`config.mk`:
```
export PLATFORM = sky130hd
export DESIGN_NAME = packet_deframe_crc_check_unit_flat
export DESIGN_NICKNAME = d
export VERILOG_FILES = /design/src/rtl/pdcc_pkg.sv /design/src/rtl/pdcc_byte_if.sv /design/src/rtl/pdcc_result_if.sv /design/src/rtl/pdcc_cfg_regs.sv /design/src/rtl/pdcc_in_stage.sv /design/src/rtl/pdcc_deframe.sv /design/src/rtl/packet_deframe_crc_check_unit.sv /design/src/flat_wrapper.sv
export VERILOG_INCLUDE_DIRS = /design/src /design/src/rtl
export SDC_FILE = /design/constraint.sdc
export NUM_CORES = 1
export LEC_CHECK = 0
export ABC_CLOCK_PERIOD_IN_PS = 6180
export BUFFER_PORTS_ARGS = -buffer_cell sky130_fd_sc_hd__buf_2
export CAP_MARGIN = 20
export CORE_MARGIN = 4
export CORE_UTILIZATION = 45
export CTS_CLUSTER_DIAMETER = 80
export DETAILED_ROUTE_END_ITERATION = 10
export GPL_ROUTABILITY_DRIVEN = 0
export PLACE_DENSITY = 0.73
export SETUP_SLACK_MARGIN = 0.15
export SLEW_MARGIN = 10
export SYNTH_ARGS = -nofsm -noshare
export SYNTH_HDL_FRONTEND = slang
export SYNTH_HIERARCHICAL = 1
export SYNTH_SLANG_ARGS = --single-unit
export TNS_END_PERCENT = 50
```
`constraint.sdc`:
```
create_clock -name clk -period 6.18 [get_ports clk]
set_clock_uncertainty 0.15 [all_clocks]
set_input_delay 0.309 -clock clk [delete_from_list [all_inputs] [get_ports clk]]
set_output_delay 0.309 -clock clk [all_outputs]
set_load 0.01 [all_outputs]
```
`src/rtl/packet_deframe_crc_check_unit_macros.svh`:
```
// ----------------------------------------------------------------------------
// Assertion macros for the packet deframer with CRC-32 check
// Each macro expands to one labeled concurrent assertion that is clocked on clk
// and disabled while arst_n is low.
// ----------------------------------------------------------------------------
`ifndef PACKET_DEFRAME_CRC_CHECK_UNIT_MACROS_SVH
`define PACKET_DEFRAME_CRC_CHECK_UNIT_MACROS_SVH

// The consequent must hold in the same cycle as the antecedent.
`define PDCC_ASSERT_SAME(label, ante, cons, msg) \
	label: assert property (@(posedge clk) disable iff (!arst_n) (ante) |-> (cons)) \
		else $error(msg);

// The consequent must hold in the cycle after the antecedent.
`define PDCC_ASSERT_NEXT(label, ante, cons, msg) \
	label: assert property (@(posedge clk) disable iff (!arst_n) (ante) |=> (cons)) \
		else $error(msg);

`endif

```
`src/rtl/pdcc_pkg.sv`:
```
// ----------------------------------------------------------------------------
// Packet deframer package
// Shared sizes, register indexes, status codes, types and the CRC-32 byte step.
// ----------------------------------------------------------------------------
package pdcc_pkg;

	localparam int MAX_PACKET_BYTES = 1024;
	localparam int CNT_W = $clog2(MAX_PACKET_BYTES + 2);
	localparam int PCOUNT_W = 10;
	localparam int CFG_IDX_W = 1;
	localparam int CFG_DATA_W = 16;

	localparam logic [31:0] CRC_POLY = 32'hEDB8_8320;
	localparam logic [31:0] CRC_INIT = 32'hFFFF_FFFF;
	localparam logic [7:0] WINDOW_MASK = 8'b0001_1111;

	localparam logic [15:0] MAX_PAYLOAD_RESET = 16'd512;
	localparam logic [7:0] TYPE_MASK_RESET = 8'd14;

	localparam logic [CFG_IDX_W-1:0] REG_MAX_PAYLOAD_LENGTH = 1'd0;
	localparam logic [CFG_IDX_W-1:0] REG_ACCEPTED_TYPE_MASK = 1'd1;

	typedef enum logic [2:0] {
		ST_OK           = 3'd0,
		ST_INCONSISTENT = 3'd1,
		ST_NO_HEADER    = 3'd2,
		ST_CRC          = 3'd3,
		ST_TYPE         = 3'd4,
		ST_LENGTH       = 3'd5,
		ST_NO_PAYLOAD   = 3'd6
	} status_t;

	typedef enum logic {
		KIND_PAYLOAD = 1'b0,
		KIND_STATUS  = 1'b1
	} kind_t;

	typedef struct packed {
		logic [15:0] max_payload_length;
		logic [7:0]  accepted_type_mask;
	} cfg_t;

	typedef struct packed {
		logic [7:0] byte_value;
		logic       last_byte;
	} in_item_t;

	typedef struct packed {
		logic     valid;
		in_item_t item;
	} in_stage_t;

	function automatic logic [31:0] crc32_byte(input logic [31:0] crc, input logic [7:0] b);
		logic [31:0] c;
		c = crc ^ {24'd0, b};
		for (int k = 0; k < 8; k++) begin
			c = c[0] ? ((c >> 1) ^ CRC_POLY) : (c >> 1);
		end
		return c;
	endfunction

endpackage

```
`src/rtl/pdcc_byte_if.sv`:
```
// ----------------------------------------------------------------------------
// Byte channel
// Valid/ready channel that carries one received packet byte per item.
// ----------------------------------------------------------------------------
interface pdcc_byte_if;
	logic       valid;
	logic       ready;
	logic [7:0] byte_value;
	logic       last_byte;

	modport source (output valid, output byte_value, output last_byte, input ready);
	modport sink (input valid, input byte_value, input last_byte, output ready);
endinterface

```
`src/rtl/pdcc_result_if.sv`:
```
// ----------------------------------------------------------------------------
// Result channel
// Valid/ready channel that carries a payload byte or an end-of-packet status.
// ----------------------------------------------------------------------------
interface pdcc_result_if;
	logic        valid;
	logic        ready;
	logic        result_kind;
	logic [7:0]  payload_byte;
	logic [2:0]  status;
	logic [2:0]  header_type;
	logic [4:0]  header_window;
	logic [7:0]  header_seqnum;
	logic [15:0] header_length;
	logic [9:0]  payload_count;

	modport source (
		output valid, output result_kind, output payload_byte, output status,
		output header_type, output header_window, output header_seqnum,
		output header_length, output payload_count, input ready
	);
	modport sink (
		input valid, input result_kind, input payload_byte, input status,
		input header_type, input header_window, input header_seqnum,
		input header_length, input payload_count, output ready
	);
endinterface

```
`src/rtl/pdcc_cfg_regs.sv`:
```
// ----------------------------------------------------------------------------
// Configuration registers
// Holds the payload length limit and the accepted type mask.
// ----------------------------------------------------------------------------
module pdcc_cfg_regs
	import pdcc_pkg::*;
(
	input  logic                  clk,
	input  logic                  arst_n,
	input  logic                  cfg_we,
	input  logic [CFG_IDX_W-1:0]  cfg_index,
	input  logic [CFG_DATA_W-1:0] cfg_wdata,
	output cfg_t                  cfg
);

	cfg_t cfg_q;

	always_ff @(posedge clk or negedge arst_n) begin
		if (!arst_n) begin
			cfg_q.max_payload_length <= MAX_PAYLOAD_RESET;
			cfg_q.accepted_type_mask <= TYPE_MASK_RESET;
		end else if (cfg_we) begin
			case (cfg_index)
				REG_MAX_PAYLOAD_LENGTH: cfg_q.max_payload_length <= cfg_wdata[15:0];
				REG_ACCEPTED_TYPE_MASK: cfg_q.accepted_type_mask <= cfg_wdata[7:0];
				default: cfg_q <= cfg_q;
			endcase
		end
	end

	assign cfg = cfg_q;

endmodule

```
`src/rtl/pdcc_in_stage.sv`:
```
// ----------------------------------------------------------------------------
// Input register
// Captures one byte item and holds it until the deframer takes it.
// ----------------------------------------------------------------------------
module pdcc_in_stage
	import pdcc_pkg::*;
(
	input  logic        clk,
	input  logic        arst_n,
	pdcc_byte_if.sink   rx,
	input  logic        advance,
	output in_stage_t   stage
);

	logic     valid_s1;
	in_item_t item_s1;
	logic     take;

	assign rx.ready = !valid_s1 || advance;
	assign take = rx.valid && rx.ready;

	always_ff @(posedge clk or negedge arst_n) begin
		if (!arst_n) begin
			valid_s1 <= 1'b0;
		end else if (take) begin
			valid_s1 <= 1'b1;
		end else if (advance) begin
			valid_s1 <= 1'b0;
		end
	end

	always_ff @(posedge clk) begin
		if (take) begin
			item_s1.byte_value <= rx.byte_value;
			item_s1.last_byte <= rx.last_byte;
		end
	end

	assign stage.valid = valid_s1;
	assign stage.item = item_s1;

endmodule

```
`src/rtl/pdcc_deframe.sv`:
```
// ----------------------------------------------------------------------------
// Deframer core
// Tracks the packet position, header fields, tail delay line and running
// CRC-32, and loads the result register with payload bytes and the status.
// ----------------------------------------------------------------------------
module pdcc_deframe
	import pdcc_pkg::*;
(
	input  logic          clk,
	input  logic          arst_n,
	input  cfg_t          cfg,
	input  in_stage_t     stage,
	output logic          advance,
	pdcc_result_if.source res
);

	logic [CNT_W-1:0] cnt_q;
	logic [31:0]      crc_q;
	logic [7:0]       tail_q [4];
	logic [2:0]       type_q;
	logic [4:0]       window_q;
	logic [7:0]       seqnum_q;
	logic [15:0]      length_q;

	logic [2:0]       type_n;
	logic [4:0]       window_n;
	logic [7:0]       seqnum_n;
	logic [15:0]      length_n;
	logic [7:0]       b;
	logic             in_window;
	logic             emit;
	logic [31:0]      crc_upd;
	logic [31:0]      recv;
	status_t          status_n;
	logic [CNT_W-1:0] emitted;
	logic [CNT_W+PCOUNT_W-1:0] emitted_ext;
	logic             produce;

	logic        valid_s2;
	logic        kind_s2;
	logic [7:0]  payload_s2;
	logic [2:0]  status_s2;
	logic [2:0]  type_s2;
	logic [4:0]  window_s2;
	logic [7:0]  seqnum_s2;
	logic [15:0] length_s2;
	logic [9:0]  pcount_s2;

	assign advance = stage.valid && (!valid_s2 || res.ready);
	assign b = stage.item.byte_value;

	always_comb begin
		type_n = type_q;
		window_n = window_q;
		seqnum_n = seqnum_q;
		length_n = length_q;
		if (cnt_q == CNT_W'(0)) begin
			type_n = b[7:5];
			window_n = 5'(b & WINDOW_MASK);
		end else if (cnt_q == CNT_W'(1)) begin
			seqnum_n = b;
		end else if (cnt_q == CNT_W'(2)) begin
			length_n = {b, length_q[7:0]};
		end else if (cnt_q == CNT_W'(3)) begin
			length_n = {length_q[15:8], b};
		end

		in_window = (cnt_q >= CNT_W'(3)) && (cnt_q < CNT_W'(MAX_PACKET_BYTES));
		emit = in_window && (cnt_q >= CNT_W'(7));
		crc_upd = crc32_byte(crc_q, tail_q[2]);
		recv = {tail_q[2], tail_q[1], tail_q[0], b};

		if (cnt_q >= CNT_W'(8)) begin
			emitted = (cnt_q > CNT_W'(MAX_PACKET_BYTES)) ? CNT_W'(MAX_PACKET_BYTES - 7)
				: cnt_q - CNT_W'(7);
		end else begin
			emitted = '0;
		end
		emitted_ext = {{PCOUNT_W{1'b0}}, emitted};

		if ((cnt_q < CNT_W'(3)) || (cnt_q >= CNT_W'(MAX_PACKET_BYTES))) begin
			status_n = ST_INCONSISTENT;
		end else if (cnt_q < CNT_W'(7)) begin
			status_n = ST_NO_HEADER;
		end else if (recv != ~crc_q) begin
			status_n = ST_CRC;
		end else if (!cfg.accepted_type_mask[type_n]) begin
			status_n = ST_TYPE;
		end else if (length_n > cfg.max_payload_length) begin
			status_n = ST_LENGTH;
		end else if (cnt_q == CNT_W'(7)) begin
			status_n = ST_NO_PAYLOAD;
		end else begin
			status_n = ST_OK;
		end

		produce = stage.item.last_byte || emit;
	end

	always_ff @(posedge clk or negedge arst_n) begin
		if (!arst_n) begin
			cnt_q <= '0;
			crc_q <= CRC_INIT;
			tail_q <= '{default: 8'd0};
			type_q <= '0;
			window_q <= '0;
			seqnum_q <= '0;
			length_q <= '0;
		end else if (advance) begin
			if (stage.item.last_byte) begin
				cnt_q <= '0;
				crc_q <= CRC_INIT;
				tail_q <= '{default: 8'd0};
				type_q <= '0;
				window_q <= '0;
				seqnum_q <= '0;
				length_q <= '0;
			end else begin
				type_q <= type_n;
				window_q <= window_n;
				seqnum_q <= seqnum_n;
				length_q <= length_n;
				if (in_window) begin
					crc_q <= crc_upd;
				end
				tail_q[3] <= tail_q[2];
				tail_q[2] <= tail_q[1];
				tail_q[1] <= tail_q[0];
				tail_q[0] <= b;
				if (cnt_q <= CNT_W'(MAX_PACKET_BYTES)) begin
					cnt_q <= cnt_q + CNT_W'(1);
				end
			end
		end
	end

	always_ff @(posedge clk or negedge arst_n) begin
		if (!arst_n) begin
			valid_s2 <= 1'b0;
		end else if (advance && produce) begin
			valid_s2 <= 1'b1;
		end else if (res.ready) begin
			valid_s2 <= 1'b0;
		end
	end

	always_ff @(posedge clk) begin
		if (advance && produce) begin
			if (stage.item.last_byte) begin
				kind_s2 <= KIND_STATUS;
				payload_s2 <= '0;
				status_s2 <= status_n;
				type_s2 <= type_n;
				window_s2 <= window_n;
				seqnum_s2 <= seqnum_n;
				length_s2 <= length_n;
				pcount_s2 <= emitted_ext[PCOUNT_W-1:0];
			end else begin
				kind_s2 <= KIND_PAYLOAD;
				payload_s2 <= tail_q[2];
				status_s2 <= ST_OK;
				type_s2 <= '0;
				window_s2 <= '0;
				seqnum_s2 <= '0;
				length_s2 <= '0;
				pcount_s2 <= '0;
			end
		end
	end

	assign res.valid = valid_s2;
	assign res.result_kind = kind_s2;
	assign res.payload_byte = payload_s2;
	assign res.status = status_s2;
	assign res.header_type = type_s2;
	assign res.header_window = window_s2;
	assign res.header_seqnum = seqnum_s2;
	assign res.header_length = length_s2;
	assign res.payload_count = pcount_s2;

endmodule

```
`src/rtl/packet_deframe_crc_check_unit.sv`:
```
// ----------------------------------------------------------------------------
// Packet deframer with CRC-32 check
// Channels:
//   name  direction  item
//   rx    in         byte_value, last_byte
//   res   out        result_kind, payload_byte, status, header fields, count
// One byte item is taken per cycle while the result register is not stalled;
// each item is held in the input register and its result, if any, is then
// loaded into the result register. The byte-wide CRC-32 step sits between them.
// A stalled result holds the result register; one more item then waits in the
// input register, and rx.ready drops until the result is taken.
// Reset clears the packet state; the configuration returns to its reset values.
// ----------------------------------------------------------------------------
`include "packet_deframe_crc_check_unit_macros.svh"

module packet_deframe_crc_check_unit
	import pdcc_pkg::*;
(
	input  logic                  clk,
	input  logic                  arst_n,
	input  logic                  cfg_we,
	input  logic [CFG_IDX_W-1:0]  cfg_index,
	input  logic [CFG_DATA_W-1:0] cfg_wdata,
	pdcc_byte_if.sink             rx,
	pdcc_result_if.source         res
);

	cfg_t      cfg;
	in_stage_t stage;
	logic      advance;

	pdcc_cfg_regs u_cfg (
		.clk       (clk),
		.arst_n    (arst_n),
		.cfg_we    (cfg_we),
		.cfg_index (cfg_index),
		.cfg_wdata (cfg_wdata),
		.cfg       (cfg)
	);

	pdcc_in_stage u_in (
		.clk     (clk),
		.arst_n  (arst_n),
		.rx      (rx),
		.advance (advance),
		.stage   (stage)
	);

	pdcc_deframe u_core (
		.clk     (clk),
		.arst_n  (arst_n),
		.cfg     (cfg),
		.stage   (stage),
		.advance (advance),
		.res     (res)
	);

	`PDCC_ASSERT_SAME(a_ready_when_out_free, !res.valid, rx.ready, "input stalled with free result register")
	`PDCC_ASSERT_SAME(a_payload_clean, res.valid && res.result_kind == KIND_PAYLOAD, res.status == ST_OK && res.header_length == 16'd0 && res.payload_count == 10'd0, "payload result carries status fields")
	`PDCC_ASSERT_SAME(a_short_count, res.valid && res.result_kind == KIND_STATUS && (res.status == ST_NO_HEADER || res.status == ST_NO_PAYLOAD), res.payload_count == 10'd0, "short packet reports payload bytes")
	`PDCC_ASSERT_NEXT(a_result_follows, advance && stage.item.last_byte, res.valid && res.result_kind == KIND_STATUS, "last byte gave no status")

endmodule
```
`src/flat_wrapper.sv`:
```
// flat-port wrapper written by rule: the top's interface ports become plain ports
module packet_deframe_crc_check_unit_flat import pdcc_pkg::*;
  (clk, arst_n, cfg_we, cfg_index, cfg_wdata, rx_valid, rx_byte_value, rx_last_byte, rx_ready, res_valid, res_result_kind, res_payload_byte, res_status, res_header_type, res_header_window, res_header_seqnum, res_header_length, res_payload_count, res_ready);
  pdcc_byte_if rx_i ();
  pdcc_result_if res_i ();
  input  logic clk;
  input  logic arst_n;
  input  logic cfg_we;
  input  logic [CFG_IDX_W-1:0] cfg_index;
  input  logic [CFG_DATA_W-1:0] cfg_wdata;
  input wire logic [$bits(rx_i.valid)-1:0] rx_valid;
  input wire logic [$bits(rx_i.byte_value)-1:0] rx_byte_value;
  input wire logic [$bits(rx_i.last_byte)-1:0] rx_last_byte;
  output wire logic [$bits(rx_i.ready)-1:0] rx_ready;
  output wire logic [$bits(res_i.valid)-1:0] res_valid;
  output wire logic [$bits(res_i.result_kind)-1:0] res_result_kind;
  output wire logic [$bits(res_i.payload_byte)-1:0] res_payload_byte;
  output wire logic [$bits(res_i.status)-1:0] res_status;
  output wire logic [$bits(res_i.header_type)-1:0] res_header_type;
  output wire logic [$bits(res_i.header_window)-1:0] res_header_window;
  output wire logic [$bits(res_i.header_seqnum)-1:0] res_header_seqnum;
  output wire logic [$bits(res_i.header_length)-1:0] res_header_length;
  output wire logic [$bits(res_i.payload_count)-1:0] res_payload_count;
  input wire logic [$bits(res_i.ready)-1:0] res_ready;
  assign rx_i.valid = rx_valid;
  assign rx_i.byte_value = rx_byte_value;
  assign rx_i.last_byte = rx_last_byte;
  assign rx_ready = rx_i.ready;
  assign res_valid = res_i.valid;
  assign res_result_kind = res_i.result_kind;
  assign res_payload_byte = res_i.payload_byte;
  assign res_status = res_i.status;
  assign res_header_type = res_i.header_type;
  assign res_header_window = res_i.header_window;
  assign res_header_seqnum = res_i.header_seqnum;
  assign res_header_length = res_i.header_length;
  assign res_payload_count = res_i.payload_count;
  assign res_i.ready = res_ready;
  packet_deframe_crc_check_unit u_core (.clk(clk), .arst_n(arst_n), .cfg_we(cfg_we), .cfg_index(cfg_index), .cfg_wdata(cfg_wdata), .rx(rx_i), .res(res_i));
endmodule
```
==> results.json, run 1 <==
{
  "clockPowerShare_pct": 22.3,
  "slew_headroom_pct": 26.25,
  "antenna_found_initial": 0,
  "clock.fmax_mhz": 239.7,
  "worst_slew_pin_slew_ps": 1101,
  "cts_buffers": 17,
  "maxCapViolations": 0,
  "async_reset_ff_share_pct": 66.49,
  "powerDensity_nw_per_um2": 450.6,
  "switching_power_mw": 1.914,
  "core_um2": 21150,
  "setup_ws_ps": 2008,
  "initial_core_util_pct": 46.03,
  "grt_usage_pct": 19.41,
  "cts.sinks": 188,
  "htree_num_levels": 4,
  "post-cts-setup-buffer-count": 0,
  "power.internal_mw": 3.156,
  "ir_drop_uv": 265.8,
  "cp_data_arrival_time_ps": 4200,
  "synthMuxAreaShare_pct": 6.888,
  "crit_family": "simple AND/OR/NAND/NOR gates",
  "grt_use_met3_pct": 3.700,
  "dieArea_um2": 24050,
  "netlist_area_um2": 9737,
  "rsz0062_at_grt": "false",
  "postCtsHoldBufs": 27,
  "portBuffers": 86,
  "crit_buf_inv": 0,
  "multi_input_area_um2": 4339,
  "num_vias": 6734,
  "critPathLaunchType": "register",
  "fillers": 1785,
  "fin_crit_sh_pct": 67.51,
  "grt_pass1_vias": 6804,
  "ys.warnings.count": 6,
  "synth_top_area_share_pct": 22.87,
  "critPathKind": "register to register",
  "swShare_pct": 37.76,
  "crit_required_ps": 6210,
  "power_mw": 5.070,
  "clk_latency_ps": 440,
  "ctsRootBufferMaster": "clkbuf_16",
  "cp-end-kind": "register",
  "synth_top_family_by_area": "simple AND/OR/NAND/NOR gates",
  "ys_seq_elements": 188,
  "synth_area_leader_cell": "dfrtp_1",
  "grt_busiest_layer": "met2",
  "worst-path-max-fanout": 17,
  "use_met2_pct": 30.21,
  "dp_hpwl_um": 15190,
  "syn_inst": 858,
  "crit_path_cell_trace": "or4_1 > nor2_4 > nand4b_4 > mux2_2 > ha_1 > nand3_1 > or3_1 > a211oi_1 > nand4bb_1 > a31oi_1",
  "die_w_um": 155.1,
  "overflow": 0,
  "grt_pass1_wl_um": 37140,
  "synth_flop_cell": "dfrtp_1",
  "cts_buffer_depth": 2,
  "finalNetCount": 995,
  "cts_tree": "done",
  "yosys.area_share.adder_pct": 2.570,
  "synth_compound_area_share_pct": 11.01,
  "n_antenna_cell": 0,
  "die_h_um": 155.1,
  "fin_tns_setup_ps": 0,
  "hold_viol": 0,
  "hp-class": "input pin to register",
  "synth.net_count": 909,
  "synthToLayoutAreaGrowth_pct": 15.56,
  "avgSynthCellArea_um2": 11.35,
  "period_minus_slack_ps": 4172,
  "synth.distinct_cells": 63,
  "via_per_inst": 5.466,
  "seqCellArea_um2": 5065,
  "synth_area_leaders": "dfrtp_1 (23%), edfxtp_1 (19%), dfstp_2 (9.7%)",
  "drtPass1Iterations": 5,
  "cts_resized": 0,
  "status": "finished, final reports clean",
  "ant_nets": 0,
  "rows": 53,
  "wl_um": 22610,
  "num_io_pins": 87,
  "synth_seq_area_share_pct": 52.02,
  "preCtsSetupSlack_ps": 2092,
  "cp_slowest_stage_delay_ps": 760,
  "pwr-share-seq_pct": 37.4,
  "grt_max_degree": 94,
  "postLayoutCellArea_um2": 11250,
  "postPlaceCellArea_um2": 10340,
  "drive_above_1_share_pct": 24.03,
  "ff2ff_setup_slack_ps": 2010,
  "drc_errors": 0,
  "drtIter0Drc": 539,
  "grt.met1_usage_pct": 26.76,
  "routedWlPerCell_um": 18.36,
  "synth_simple_gate_area_share_pct": 13.84,
  "leakage_nw": 4.668,
  "synth-xor-area-share_pct": 10.20,
  "power_frac_comb_pct": 40.3,
  "cp_slowest_cell": "or4_1",
  "drv_slew": 0,
  "setup_violations": 0,
  "clkSlewWorstSetupHoldPaths_ps": 70,
  "synth_edf_count": 63
}
-- layout make-up --
cell class              count  area share (%)
multi-input cells         594           38.56
clock buffers              17           3.781
clock inverters            15           1.712
inverters                  20          0.6672
flip-flops and latches    188           45.01
repair buffers            123           7.206
well taps                 275           3.058
-- logic make-up (layout without fill, tap and decap cells) --
kind of cell               Yosys count  in the layout
AOI/OAI and AO/OA                  160            160
xor gates and xnor gates           110            110
adders and majority gates           20             20
buffers and inverters               76            175
DFF                                188            188
muxes                               53             53
and+or+nand+nor                    251            251
-- worst paths after layout --
kind / start / endpoint / cells past startpoint
worst max-delay path: u_core/u_core/cnt_q[3] / u_core/u_core/res.status[1] / 10
max in group asynchronous: arst_n / u_core/u_core/recv[9] / 3
worst max register to register: u_core/u_core/cnt_q[3] / u_core/u_core/res.status[1] / 10
worst min-delay path: res_ready / u_core/u_core/res.valid / 3
min in group asynchronous: arst_n / u_core/u_cfg/cfg[20] / 2
worst min register to register: u_core/u_core/window_q[0] / u_core/u_core/window_q[0] / 2
-- synthesized netlist by cell type (21+ instances only) --
master / n
nor2b_1: 23
mux2_2: 28
edfxtp_1: 63
xor2_1: 27
nand3b_1: 24
dfrtp_1: 89
xnor2_1: 79
a21oi_1: 21
dfstp_2: 36
o22a_1: 30
a22oi_1: 24
o21ai_0: 49
nand2_1: 112
clkbuf_1: 36
-- power by group through the flow --
stage                     Combinational [mW]  Sequential, mW  Clock [mW]
after global placement                  1.96            1.91           0
after detailed placement                2.00            1.92           0
after floorplan                         1.56            1.86           0
after CTS                               2.03            1.89        1.16
final                                   2.05            1.89        1.13
after global routing                    2.25            1.93        1.21
-- state kept, by name, indices dropped and copies added (netlist names), 8 cells and up --
signal                           count
u_core/u_core/crc_q                 32
u_core/u_core/res.header_seqnum      8
u_core/u_core/length_q              16
u_core/u_core/seqnum_q               8
u_core/u_core/res.payload_count     10
u_core/u_cfg/cfg                    24
u_core/u_in/stage                    9
u_core/u_core/res.payload_byte       8
u_core/u_core/recv                  24
u_core/u_core/res.header_length     16
u_core/u_core/cnt_q                 11
-- worst min-delay path: cells and delay by family --
kind                   cells  cell delay (ps)
AND/OR/NAND/NOR            2              290
buffers and inverters      1               70
-- routing by layer --
| metal | up-vias | share of wire (%) |
|---|---|---|
| met4 | 0 | 3.1 |
| met3 | 46 | 4.9 |
| li1 | 3182 | - |
| met1 | 3313 | 45 |
| met2 | 193 | 47 |
| met5 | - | 0 |
-- through the flow --
step	std cells	util [%]	hold slack (ps)
after floorplan	858	-	-136.6
after global placement	1171	48.77	312.1
after detailed placement	1172	48.86	321.6
after CTS	1231	53.06	102.6
after global routing	1232	53.19	130.6
final	1232	53.19	125.4
-- placed cells by master, fill, tap and decap left out, types with 22 or more instances in the layout --
master,Yosys,layout
buf_2,9,85
o22a_1,30,30
dfrtp_1,89,89
a22oi_1,24,24
nand3b_1,24,24
dlygate4sd3_1,0,27
xor2_1,27,27
xnor2_1,79,79
mux2_2,28,28
nor2b_1,23,22
dfstp_2,36,36
edfxtp_1,63,63
nand2_1,112,111
o21ai_0,49,49
Note: power is estimated with default switching activity, not from simulation.
==> run 2: changes to the inputs <==
ABC_CLOCK_PERIOD_IN_PS = 3700   (was 6180)
PLACE_DENSITY = 0.76   (was 0.73)
clock period = 3.7 ns   (was 6.18 ns; I/O delays follow)
==> results.json, run 2 (synthesis gave the netlist of run 1 again) <==
{
  "cp_data_arrival_time_ps": 3600,
  "antenna_found_initial": 0,
  "worst_slew_pin_slew_ps": 1041,
  "num_vias": 6963,
  "crit_path_cell_trace": "or4_4 > nor2_4 > nand4b_4 > buf_6 > mux2_2 > ha_1 > nand3_2 > or3_4 > nor3_4 > nor2_1 > nand4bb_1 > a31oi_1",
  "num_io_pins": 87,
  "timing.rr.end": "u_core/u_core/res.status[1]",
  "cp_slowest_stage_delay_ps": 560,
  "dieArea_um2": 24050,
  "portBuffers": 86,
  "clock.fmax_mhz": 288.5,
  "critPathCapture": "u_core/u_core/res.status[1]",
  "wl_um": 23590,
  "cts.sinks": 188,
  "grt_pass1_vias": 6964,
  "setup_violations": 0,
  "reg2regPathDepth": 12,
  "maxCapViolations": 0,
  "leakage_nw": 4.784,
  "ff2ff_setup_slack_ps": 230,
  "hp-class": "input pin to register",
  "startpoint": "u_core/u_core/cnt_q[9]",
  "clkSlewWorstSetupHoldPaths_ps": 70,
  "cts_buffer_depth": 2,
  "fin_tns_setup_ps": 0,
  "grt_max_degree": 99,
  "core_um2": 21150,
  "largest_reg_flops": 32,
  "mostFrequentLayoutCell": "nand2_1",
  "status": "finished, final reports clean",
  "die_h_um": 155.1,
  "htree_num_levels": 4,
  "drtPass1Iterations": 5,
  "n_antenna_cell": 0,
  "drv_slew": 0,
  "dp_hpwl_um": 16150,
  "clk_latency_ps": 430,
  "cp-end-kind": "register",
  "critPathLaunchType": "register",
  "routedWlPerCell_um": 18.75,
  "period_minus_slack_ps": 3467,
  "grt_pass1_wl_um": 38120,
  "regMostFlops": "u_core/u_core/crc_q",
  "worst-path-max-fanout": 4,
  "powerDensity_nw_per_um2": 735.8,
  "crit_required_ps": 3830,
  "fin_crit_sh_pct": 93.70,
  "cp_slowest_cell": "or4_4",
  "hold_viol": 0,
  "finalNetCount": 1021,
  "hold_ws_ps": 170.1,
  "drive_above_1_share_pct": 26.75,
  "rsz0062_at_grt": "true",
  "die_w_um": 155.1,
  "drc_errors": 0,
  "synthToLayoutAreaGrowth_pct": 17.73,
  "final_cell_mix": "nand2_1 (111), dfrtp_1 (89), buf_2 (85)",
  "drtIter0Drc": 598,
  "overflow": 0,
  "cts_tree": "done",
  "postPlaceCellArea_um2": 10530,
  "slew_headroom_pct": 30.31,
  "critPathKind": "register to register",
  "rows": 53,
  "initial_core_util_pct": 46.03,
  "via_per_inst": 5.535,
  "ant_nets": 0,
  "reg2reg_from": "u_core/u_core/cnt_q[9]",
  "ir_drop_uv": 355.5,
  "postLayoutCellArea_um2": 11460,
  "grt_usage_pct": 20.02,
  "ctsRootBufferMaster": "clkbuf_16",
  "cts_buffers": 17
}
-- run 2: changes by cell type in the layout (fill, tap and decap cells not counted), sizes merged --
cell         before  now
dlygate4sd3      27   28
inv              27   23
clkbuf           17   21
clkinvlp          2    3
buf              96  121
bufinv            1    0
-- run 2: worst max-delay path: cells and delay by family, from the launching register on --
family | cells | cell delay, ps
and+or+nand+nor | 8 | 1850
DFF | 1 | 380
adders and majority gates | 1 | 300
muxes | 1 | 280
AOI/OAI and AO/OA | 1 | 190
buffers and inverters | 1 | 170
-- run 2: how the worst min path moves through the flow --
stage,end,cells past startpoint,slack (ps),from
final,u_core/u_cfg/cfg[13],3,170,cfg_index
after global routing,u_core/u_cfg/cfg[13],3,170,cfg_index
after CTS,u_core/u_cfg/cfg[13],3,140,cfg_index
after detailed placement,u_core/u_core/recv[14],1,210,arst_n
after global placement,u_core/u_core/recv[14],1,210,arst_n
after floorplan,u_core/u_cfg/cfg[0],0,-260,arst_n
-- run 2: layer usage --
metal  share of wire (%)  GRT usage [%]  vias up  routed length [um]
met5                   0              0        -                   0
li1                    -              -     3229                   -
met3                 5.5          4.006       52                1299
met4                 2.8          7.107        0                 672
met2                  48          32.04      246               11270
met1                  44          27.27     3436               10350
-- run 2: repair_timing --
item / 4_1_cts / 5_1_grt
endpoints found under the setup margin: 2 / 3
gates cloned: 0 / 0
pin swaps: 3 / 5
hold endpoints to repair: 72 / 0
hold buffers: 28 / 0
buffers inserted: 5 / 0
resized for setup: 0 / 10
-- run 2: where the power goes --
part           internal [mW]  leakage (nW)  switching, mW
logic                   1.62          2.38           1.93
registers               2.74          2.15          0.428
clock network          0.905         0.262          0.800
total                   5.27          4.78           3.16
-- run 2: per-stage QoR --
step	utilization (%)	setup slack (ps)	instances	power, mW
2_1_floorplan	-	138.4	858	5.731
3_3_place_gp	49.77	297.5	1193	6.496
3_5_place_dp	49.77	220.9	1193	6.593
4_1_cts	53.92	186.1	1258	8.383
5_1_grt	54.19	124.7	1258	8.932
6_report	54.19	233.2	1258	8.435
-- run 2: area by class of cell --
cell class | instances | area (um2)
repair buffers | 149 | 1017
clock inverters | 11 | 87.58
flip-flops and latches | 188 | 5065
multi-input cells | 594 | 4414
well taps | 275 | 344.1
inverters | 20 | 75.07
fillers | 1734 | 9691
clock buffers | 21 | 460.4
==> run 3: changes to the inputs <==
--- a/config.mk
+++ b/config.mk
@@ -16,4 +16,5 @@
 export GPL_ROUTABILITY_DRIVEN = 0
 export PLACE_DENSITY = 0.76
+export REMOVE_ABC_BUFFERS = 1
 export SETUP_SLACK_MARGIN = 0.15
 export SLEW_MARGIN = 10
--- a/constraint.sdc
+++ b/constraint.sdc
@@ -3,3 +3,3 @@
 set_input_delay 0.185 -clock clk [delete_from_list [all_inputs] [get_ports clk]]
 set_output_delay 0.185 -clock clk [all_outputs]
-set_load 0.01 [all_outputs]
+set_load 0.05 [all_outputs]
==> results.json, run 3 (synthesis gave the netlist of run 1 again) <==
{
  "ant_nets": 0,
  "via_per_inst": 5.506,
  "drive_above_1_share_pct": 26.55,
  "regMostFlops": "u_core/u_core/crc_q",
  "num_io_pins": 87,
  "power_mw": 8.831,
  "final_cell_mix": "nand2_1 (111), dfrtp_1 (89), buf_2 (85)",
  "reg2reg_from": "u_core/u_core/cnt_q[4]",
  "powerDensity_nw_per_um2": 769.2,
  "cts_tree": "done",
  "drtPass1Iterations": 5,
  "ff2ff_setup_slack_ps": 170,
  "period_minus_slack_ps": 3532,
  "mostFrequentLayoutCell": "nand2_1",
  "slew_headroom_pct": 28.10,
  "portBuffers": 86,
  "dp_hpwl_um": 15610,
  "hold_viol": 0,
  "wl_um": 23180,
  "critPathKind": "register to register",
  "hp-class": "input pin to async pin",
  "ctsRootBufferMaster": "clkbuf_16",
  "n_antenna_cell": 0,
  "power_frac_comb_pct": 42.6,
  "power.internal_mw": 5.408,
  "core_um2": 21150,
  "cts_buffer_depth": 2,
  "final_cells": 1258,
  "worst_slew_pin_slew_ps": 1074,
  "rows": 53,
  "clkSlewWorstSetupHoldPaths_ps": 70,
  "overflow": 0,
  "routedWlPerCell_um": 18.42,
  "timing.rr.end": "u_core/u_core/res.status[0]",
  "setup_violations": 0,
  "die_w_um": 155.1,
  "cts.sinks": 188,
  "cp_data_arrival_time_ps": 3560,
  "worst-path-max-fanout": 6,
  "die_h_um": 155.1,
  "grt_usage_pct": 19.51,
  "antenna_found_initial": 0,
  "status": "finished, final reports clean",
  "critPathLaunchType": "register",
  "num_vias": 6927,
  "initial_core_util_pct": 46.03,
  "leakage_nw": 4.817,
  "switching_power_mw": 3.423,
  "hold_ws_ps": 153.6,
  "maxCapViolations": 0,
  "cts_buffers": 17,
  "reg2regPathDepth": 11,
  "cp-end-kind": "register",
  "finalNetCount": 1021,
  "crit_required_ps": 3730,
  "synthToLayoutAreaGrowth_pct": 17.91,
  "largest_reg_flops": 32,
  "drtIter0Drc": 639,
  "clk_latency_ps": 440,
  "drv_slew": 0,
  "rsz0062_at_grt": "true",
  "dieArea_um2": 24050,
  "grt_pass1_vias": 6815,
  "grt_pass1_wl_um": 36970,
  "htree_num_levels": 4,
  "clock.fmax_mhz": 283.2,
  "drc_errors": 0,
  "pwr-share-seq_pct": 35.7,
  "dp.cells": 1194,
  "swShare_pct": 38.76,
  "clockPowerShare_pct": 21.7,
  "fin_crit_sh_pct": 95.45,
  "grt_max_degree": 93,
  "post-route-util_pct": 54.27,
  "ir_drop_uv": 400.4
}
==> run 3: changes by cell type in the layout (fill, tap and decap cells not counted), moves of 2 or more <==
cell / change
clkinv_4: -2
ha_4: -2
ha_1: +2
bufinv_16: +3
clkbuf_8: -2
clkbuf_1: -2
==> run 3: power by group through the flow <==
| stage | Combinational, mW | Sequential, mW | Clock [mW] |
|---|---|---|---|
| CTS | 3.74 | 3.14 | 1.94 |
| floorplan | 2.53 | 3.41 | 0 |
| detailed placement | 3.66 | 3.18 | 0 |
| global route | 4.07 | 3.20 | 2.03 |
| global placement | 3.61 | 3.16 | 0 |
| finish | 3.76 | 3.15 | 1.92 |
==> run 3: worst max-delay path, stage by stage, from the launching register on <==
cell and delay (ps):
dfrtp_1 380, or4_4 560, nor2_4 240, nand4b_4 210, mux2_2 340, ha_1 320
a211oi_1 260, o21ai_0 160, a221oi_1 260, nor2_1 110, o21ai_0 180, a31oi_1 90
==> run 3: layout make-up <==
type | count | area, um2
clock inverters | 15 | 185.2
fillers | 1784 | 9673
flip-flops and latches | 188 | 5065
inverters | 20 | 75.07
well taps | 275 | 344.1
multi-input cells | 595 | 4393
clock buffers | 17 | 425.4
repair buffers | 148 | 993.5
==> run 3: what timing repair did <==
action,in CTS,in global routing
gates resized for setup,3,5
pin swaps,3,4
gates cloned,1,0
hold buffers,28,0
buffers inserted,2,1
hold endpoints to repair,64,0
endpoints found under the setup margin,3,3
==> run 3: how the worst max path moves through the flow <==
stage | startpoint | slack (ps) | depth (start not counted) | end
3_5_place_dp | u_core/u_core/cnt_q[4] | 30 | 11 | u_core/u_core/res.status[1]
6_report | u_core/u_core/cnt_q[4] | 170 | 11 | u_core/u_core/res.status[0]
3_3_place_gp | u_core/u_core/cnt_q[4] | 140 | 10 | u_core/u_core/res.status[1]
5_1_grt | u_core/u_core/cnt_q[4] | 50 | 11 | u_core/u_core/res.status[1]
4_1_cts | u_core/u_core/cnt_q[4] | 170 | 11 | u_core/u_core/res.status[1]
2_1_floorplan | u_core/u_core/res.valid | -1530 | 6 | u_core/u_core/res.header_length[0]
==> run 3: routing by layer <==
| layer | vias to the layer above | wire length (um) | track usage, % |
|---|---|---|---|
| met3 | 29 | 1384 | 3.227 |
| met5 | - | 0 | 0 |
| met2 | 221 | 10970 | 30.44 |
| met4 | 0 | 339 | 6.308 |
| met1 | 3443 | 10480 | 27.96 |
| li1 | 3234 | - | - |
==> run 3: through the flow <==
stage	cell area, um2	setup TNS, ps	setup slack (ps)
final	11480	0	168.4
after floorplan	9474	-87650	-1534
after CTS	11450	0	168.2
after global routing	11480	0	49.84
after detailed placement	10510	0	25.84
after global placement	10510	0	143.1
